`src/sct_pkg.sv`:
```
// ----------------------------------------------------------------------------
// sct_pkg
// Shared types and constants of the segment collision table.
// ----------------------------------------------------------------------------
`default_nettype none

package sct_pkg;

	localparam int CoordW  = 16;              // coordinate width
	localparam int DiffW   = CoordW + 1;      // endpoint difference
	localparam int ProdW   = 2 * DiffW;       // one cross-product term
	localparam int WideW   = ProdW + 1;       // difference of two terms
	localparam int OutCntW = 7;               // count fields of a result
	localparam int XLat    = 3;               // stages in the intersection unit

	typedef logic signed [CoordW-1:0] coord_t;
	typedef logic signed [DiffW-1:0]  diff_t;
	typedef logic signed [ProdW-1:0]  prod_t;
	typedef logic signed [WideW-1:0]  wide_t;

	typedef struct packed {
		coord_t start_x;
		coord_t start_y;
		coord_t end_x;
		coord_t end_y;
	} seg_t;

	typedef struct packed {
		logic               segment_added;
		logic [OutCntW-1:0] removed_count;
		logic [OutCntW-1:0] occupancy;
		logic               table_full;
	} res_t;

	typedef struct packed {
		seg_t seg;
		logic valid;
		logic fresh;    // stored during the current pass, not yet committed
	} entry_t;

	typedef struct packed {
		logic shift;    // rotate the ring one place
		logic commit;   // end of pass: settle fresh entries
		logic keep;     // fresh entries stay valid at commit
	} cell_ctl_t;

	// exact a - b, one bit wider
	function automatic diff_t sub_c(coord_t a, coord_t b);
		return diff_t'({a[CoordW-1], a}) - diff_t'({b[CoordW-1], b});
	endfunction

endpackage

`default_nettype wire

```
`src/sct_cell.sv`:
```
// ----------------------------------------------------------------------------
// sct_cell
// One table slot of the ring: holds a segment with its valid and fresh bits
// and takes its neighbor's contents on every rotation step.
// ----------------------------------------------------------------------------
`default_nettype none

module sct_cell (
	input  wire                 clk,
	input  wire                 arst_n,
	input  sct_pkg::cell_ctl_t  ctl,
	input  sct_pkg::entry_t     nxt,
	output sct_pkg::entry_t     q
);
	import sct_pkg::*;

	seg_t seg_q;
	logic valid_q;
	logic fresh_q;

	always_ff @(posedge clk or negedge arst_n) begin
		if (!arst_n) begin
			valid_q <= 1'b0;
			fresh_q <= 1'b0;
		end else if (ctl.shift) begin
			valid_q <= nxt.valid;
			fresh_q <= nxt.fresh;
		end else if (ctl.commit && fresh_q) begin
			valid_q <= valid_q & ctl.keep;
			fresh_q <= 1'b0;
		end
	end

	always_ff @(posedge clk) begin
		if (ctl.shift) begin
			seg_q <= nxt.seg;
		end
	end

	assign q = '{seg: seg_q, valid: valid_q, fresh: fresh_q};

endmodule

`default_nettype wire

```
`config.mk`:
```
export PLATFORM = sky130hd
export DESIGN_NAME = sct_cell
export DESIGN_NICKNAME = d
export VERILOG_FILES = /design/src/sct_pkg.sv /design/src/sct_cell.sv
export SDC_FILE = /design/constraint.sdc
export NUM_CORES = 1
export LEC_CHECK = 0
export BUFFER_PORTS_ARGS = -buffer_cell sky130_fd_sc_hd__buf_2
export CAP_MARGIN = 20
export CORE_ASPECT_RATIO = 0.9
export CORE_MARGIN = 1.5
export CORE_UTILIZATION = 44
export DETAILED_ROUTE_END_ITERATION = 10
export GPL_TIMING_DRIVEN = 1
export HOLD_SLACK_MARGIN = 0.02
export PLACE_DENSITY_LB_ADDON = 0.05
export SYNTH_ARGS = -nofsm -noshare
export SYNTH_HDL_FRONTEND = slang
export SYNTH_SLANG_ARGS = --single-unit
```
`constraint.sdc`:
```
create_clock -name clk -period 1.3 [get_ports clk]
set_clock_uncertainty 0.2 [all_clocks]
set_input_delay 0.13 -clock clk [delete_from_list [all_inputs] [get_ports clk]]
set_output_delay 0.13 -clock clk [all_outputs]
set_load 0.1 [all_outputs]
```
==> results.md, run 1 <==
* Status: did not finish
* Stopped at: clock tree synthesis
* Halt Reason: [ERROR DPL-0038] Utilization greater than 100%, impossible to legalize
* CTS Hold Bufs at just over 70
* Placer Congestion at 0.652
* PostCTS Resize Cnt at 0
* Sink Count at 66
* Cell variety after synth at 9
* Placed inst area at between 3000 and 4000 um2
* Top-count cell post-synth: edfxtp_1
* Synth cell count leaders: 64 x edfxtp_1, 2 x buf_4, 2 x dfrtp_1
* Num CTS Buffers at 9
* Post-CTS Setup Repair Bufs at 0
* Sequential area share after synthesis at 97.5%
* Yosys top cell area share at ~95%
* DIE WIDTH at ~74 um
* Max H-tree Level at 3
* Synth Cell Area at a little over 2000 um2
* CTS max path bufs at 2
* Yosys top cell by area: edfxtp_1
* Ports at ~140
* Post-synth EDFFs at 64
* Mean area per synthesized cell at 27.3 um2
* Synth area leaders: edfxtp_1 95%, dfrtp_1 2.5%, buf_4 0.74%
* Most used flip-flop cell after synthesis: edfxtp_1
* IO Port Bufs at 136
* Row count at 23
* Async S/R FF share, synth at approximately 3%
* Yosys warns at 0
* FF+latch count, synth at between 60 and 70
* Root Buffer: clkbuf_8
* Die H at between 60 and 70 um
* Synth Instances at 74
* Initial Util at between 40 and 50%
* Post-synthesis net count at 145
through the flow:
stage          hold slack, ps  worst slack (ps)  std cells
3_5_place_dp             -279               222        273
3_3_place_gp             -284               242        273
2_1_floorplan            -366              66.0         74
kinds of logic after synthesis:
family	count (synthesis)	share of synthesized area [%]
flip-flops	66	97.5
AND/OR/NAND/NOR	3	0.681
AO/OA/AOI/OAI	2	0.557
buffers and inverters	2	0.742
multiplexers	1	0.495
==> inputs of run 2 (changes only) <==
CORE_ASPECT_RATIO = default   (was 0.9)
CORE_UTILIZATION = 30   (was 44)
HOLD_SLACK_MARGIN = default   (was 0.02)
PLACE_DENSITY_LB_ADDON = 0.15   (was 0.05)
==> run 2 against run 1 <==
The flow now finishes, with violations (design-rule violations); synthesized cell count unchanged; synthesized area is the same.
==> results.md, run 2 <==
* Clk_lat worst skew at ~320 ps
* CTS max path bufs at 2 (unchanged)
* Static leakage at just under 0.002 uW
* Synth cell count leaders: 64 x edfxtp_1, 2 x buf_4, 2 x dfrtp_1
* Vias per inst at 4.12
* Most used flip-flop cell after synthesis: edfxtp_1
* Relative slew slack at a little under nine tenths
* FF+latch count, synth at 66 (unchanged)
* Top cell family by delay on the critical path: flip-flops
* Largest fanout on the critical path at 1
* Max Transition Viols Final at 0
* Classification of the worst setup path: reg -> out
* Synth Instances at 74 (unchanged)
* Share of layout cells above drive strength 1 at 51.2%
* Pwr per Cell Area at between 1000 and 1500 nW/um2
* Max reg flops at 64
* Post-synthesis net count at 145 (unchanged)
* Final period util at just under 100%
* Placed inst area at 3810 um2 (+0.30%)
* Worst hold path class: in -> reg
* Root Buffer: clkbuf_8
* Routed length per instance at 14.3 um
* CTS tree: yes
* Slowest cell delay on critical path at between 400 and 500 ps
* CORE AREA at between 6000 and 7000 um2
* Vias in the first global route at approximately 1700
* Synth area leaders: edfxtp_1 95%, dfrtp_1 2.5%, buf_4 0.74%
* RSZ-0062 raised after global routing: true
* Critical path cell sequence: buf_12
* Final hold viol count at 0
* Fill cells at 387
* Area Growth Syn to Fin at 133%
* Async S/R FF share, synth at 3.03% (unchanged)
* Max H-tree Level at 3 (unchanged)
* 1st-iter DRT viols at 54
* Commonest cells after routing, fill and taps aside: 70 x dlygate4sd3_1, 70 x buf_2, 68 x buf_12, 64 x edfxtp_1, 9 x clkbuf_8
* Status: finished with violations
* Routed Antenna Nets at 0
* Layout Nets at about 370
* Initial Util at 31.5% (-14 points)
* Cell variety after synth at 9 (unchanged)
* 1st-pass router iterations at 7
* Critical Path Start Type: flop
* Global-route wire length before repair at ~8500 um
* Largest net degree at the start of global routing at 41
* Placer Congestion at 0.740 (+13%)
* Yosys top cell area share at 95.0% (unchanged)
* Failing checks: design-rule violations
* Cell area after layout at around 4700 um2
* Top-count cell post-synth: edfxtp_1
* IO Port Bufs at 136 (unchanged)
* Slowest stage cell, crit path: edfxtp_1
* Yosys warns at 0 (unchanged)
* Min Tclk post-route at 1280 ps
* Slew @ Worst Pin at ~220 ps
* Worst R2R Setup Slack at around 160 ps
* # setup viols final at 0
* Max frequency at 781 MHz
* Initial antenna violation count at 0
* Final antenna diode count at 0
* Peak VDD IR at 0.000865 V
* Ports at 137 (unchanged)
* WP buf/inv at 1
* DR DRC count at 11
* DIE AREA at 7240 um2
* Yosys top cell by area: edfxtp_1
* CP required at roughly 970 ps
* Grt total ovfl at 0
* Num CTS Buffers at 9 (unchanged)
* Sequential area share after synthesis at 97.5% (unchanged)
* GRT Util Overall at between 10% and 20%
* Post-route setup TNS at 0 ps
* Post-Route WL at ~5400 um
* PostCTS Resize Cnt at 0 (unchanged)
* DIE WIDTH at 85.1 um (+14%)
* Sink Count at 66 (unchanged)
* Synth Cell Area at 2020 um2 (unchanged)
* CP Capture Type: output port
* Vias at around 1600
* Die H at 85.1 um (+26%)
* Row count at 29 (+26%)
* Reg clk slew, reported paths at about 70 ps
* Mean area per synthesized cell at 27.3 um2 (unchanged)
* Post-synth EDFFs at 64 (unchanged)
* MaxCap Viol Count at 0
* Crit path DAT at about 950 ps
==> run 2: cell counts after synthesis <==
No cell type changed its count.
==> run 2: final timing paths <==
check | depth (start not counted) | start | end
worst min-delay path | 2 | ctl[2] | q[16]$_DFFE_PP_
worst max-delay path | 1 | q[27]$_DFFE_PP_ | q[27]
worst min register to register | 3 | fresh_q$_DFFE_PN0P_ | valid_q$_DFFE_PN0P_
min in group asynchronous | 3 | arst_n | valid_q$_DFFE_PN0P_
max in group asynchronous | 3 | arst_n | fresh_q$_DFFE_PN0P_
worst max register to register | 4 | fresh_q$_DFFE_PN0P_ | fresh_q$_DFFE_PN0P_
==> run 2: cell families (layout without fill, tap and decap cells) <==
kind of cell	after synthesis	after routing	share of synthesized area (%)
AO/OA/AOI/OAI	2	2	0.557
buffers and inverters	2	227	0.742
flip-flops	66	66	97.5
multiplexers	1	1	0.495
AND/OR/NAND/NOR	3	3	0.681
==> run 2: where the power goes <==
group	internal (uW)	leakage, uW	switching [uW]
logic	840	0.00124	1380
registers	2530	0.000651	136
clock network	883	0.0000914	690
==> run 2: metrics by stage <==
| stage | total power [uW] | util (%) | cells | hold WS (ps) | setup WS, ps |
|---|---|---|---|---|---|
| 3_5_place_dp | 4760 | 59.4 | 287 | -281 | 211 |
| 2_1_floorplan | 3840 | - | 74 | -366 | 66.0 |
| 3_3_place_gp | 4740 | 59.4 | 287 | -281 | 245 |
| 5_1_grt | 6660 | 73.4 | 376 | 81.6 | -31.8 |
| 6_report | 6460 | 73.4 | 376 | 90.1 | 19.1 |
| 4_1_cts | 6510 | 73.2 | 374 | 72.1 | -7.22 |
==> run 2: cell type report <==
type | instances | area (um2) | share of cell area [%]
Multi-Input combinational cell | 6 | 35.0 | 0.743
Clock inverter | 3 | 40.0 | 0.849
Sequential cell | 66 | 1970 | 41.8
Timing Repair Buffer | 211 | 2430 | 51.6
Tap cell | 77 | 96.3 | 2.04
Clock buffer | 13 | 139 | 2.94
==> run 2: repair_timing <==
action                     4_1_cts  5_1_grt
setup endpoints to repair        2       29
hold buffers                    70        0
hold endpoints to repair        68        0
buffers inserted                 1        2
==> run 2: layer usage <==
layer  GRT usage (%)  wire length (um)
met1            16.9              1950
met2            27.3              2730
met3            5.54               573
met4            9.24               133
met5               0                 0
(Power assumes the default switching activity.)
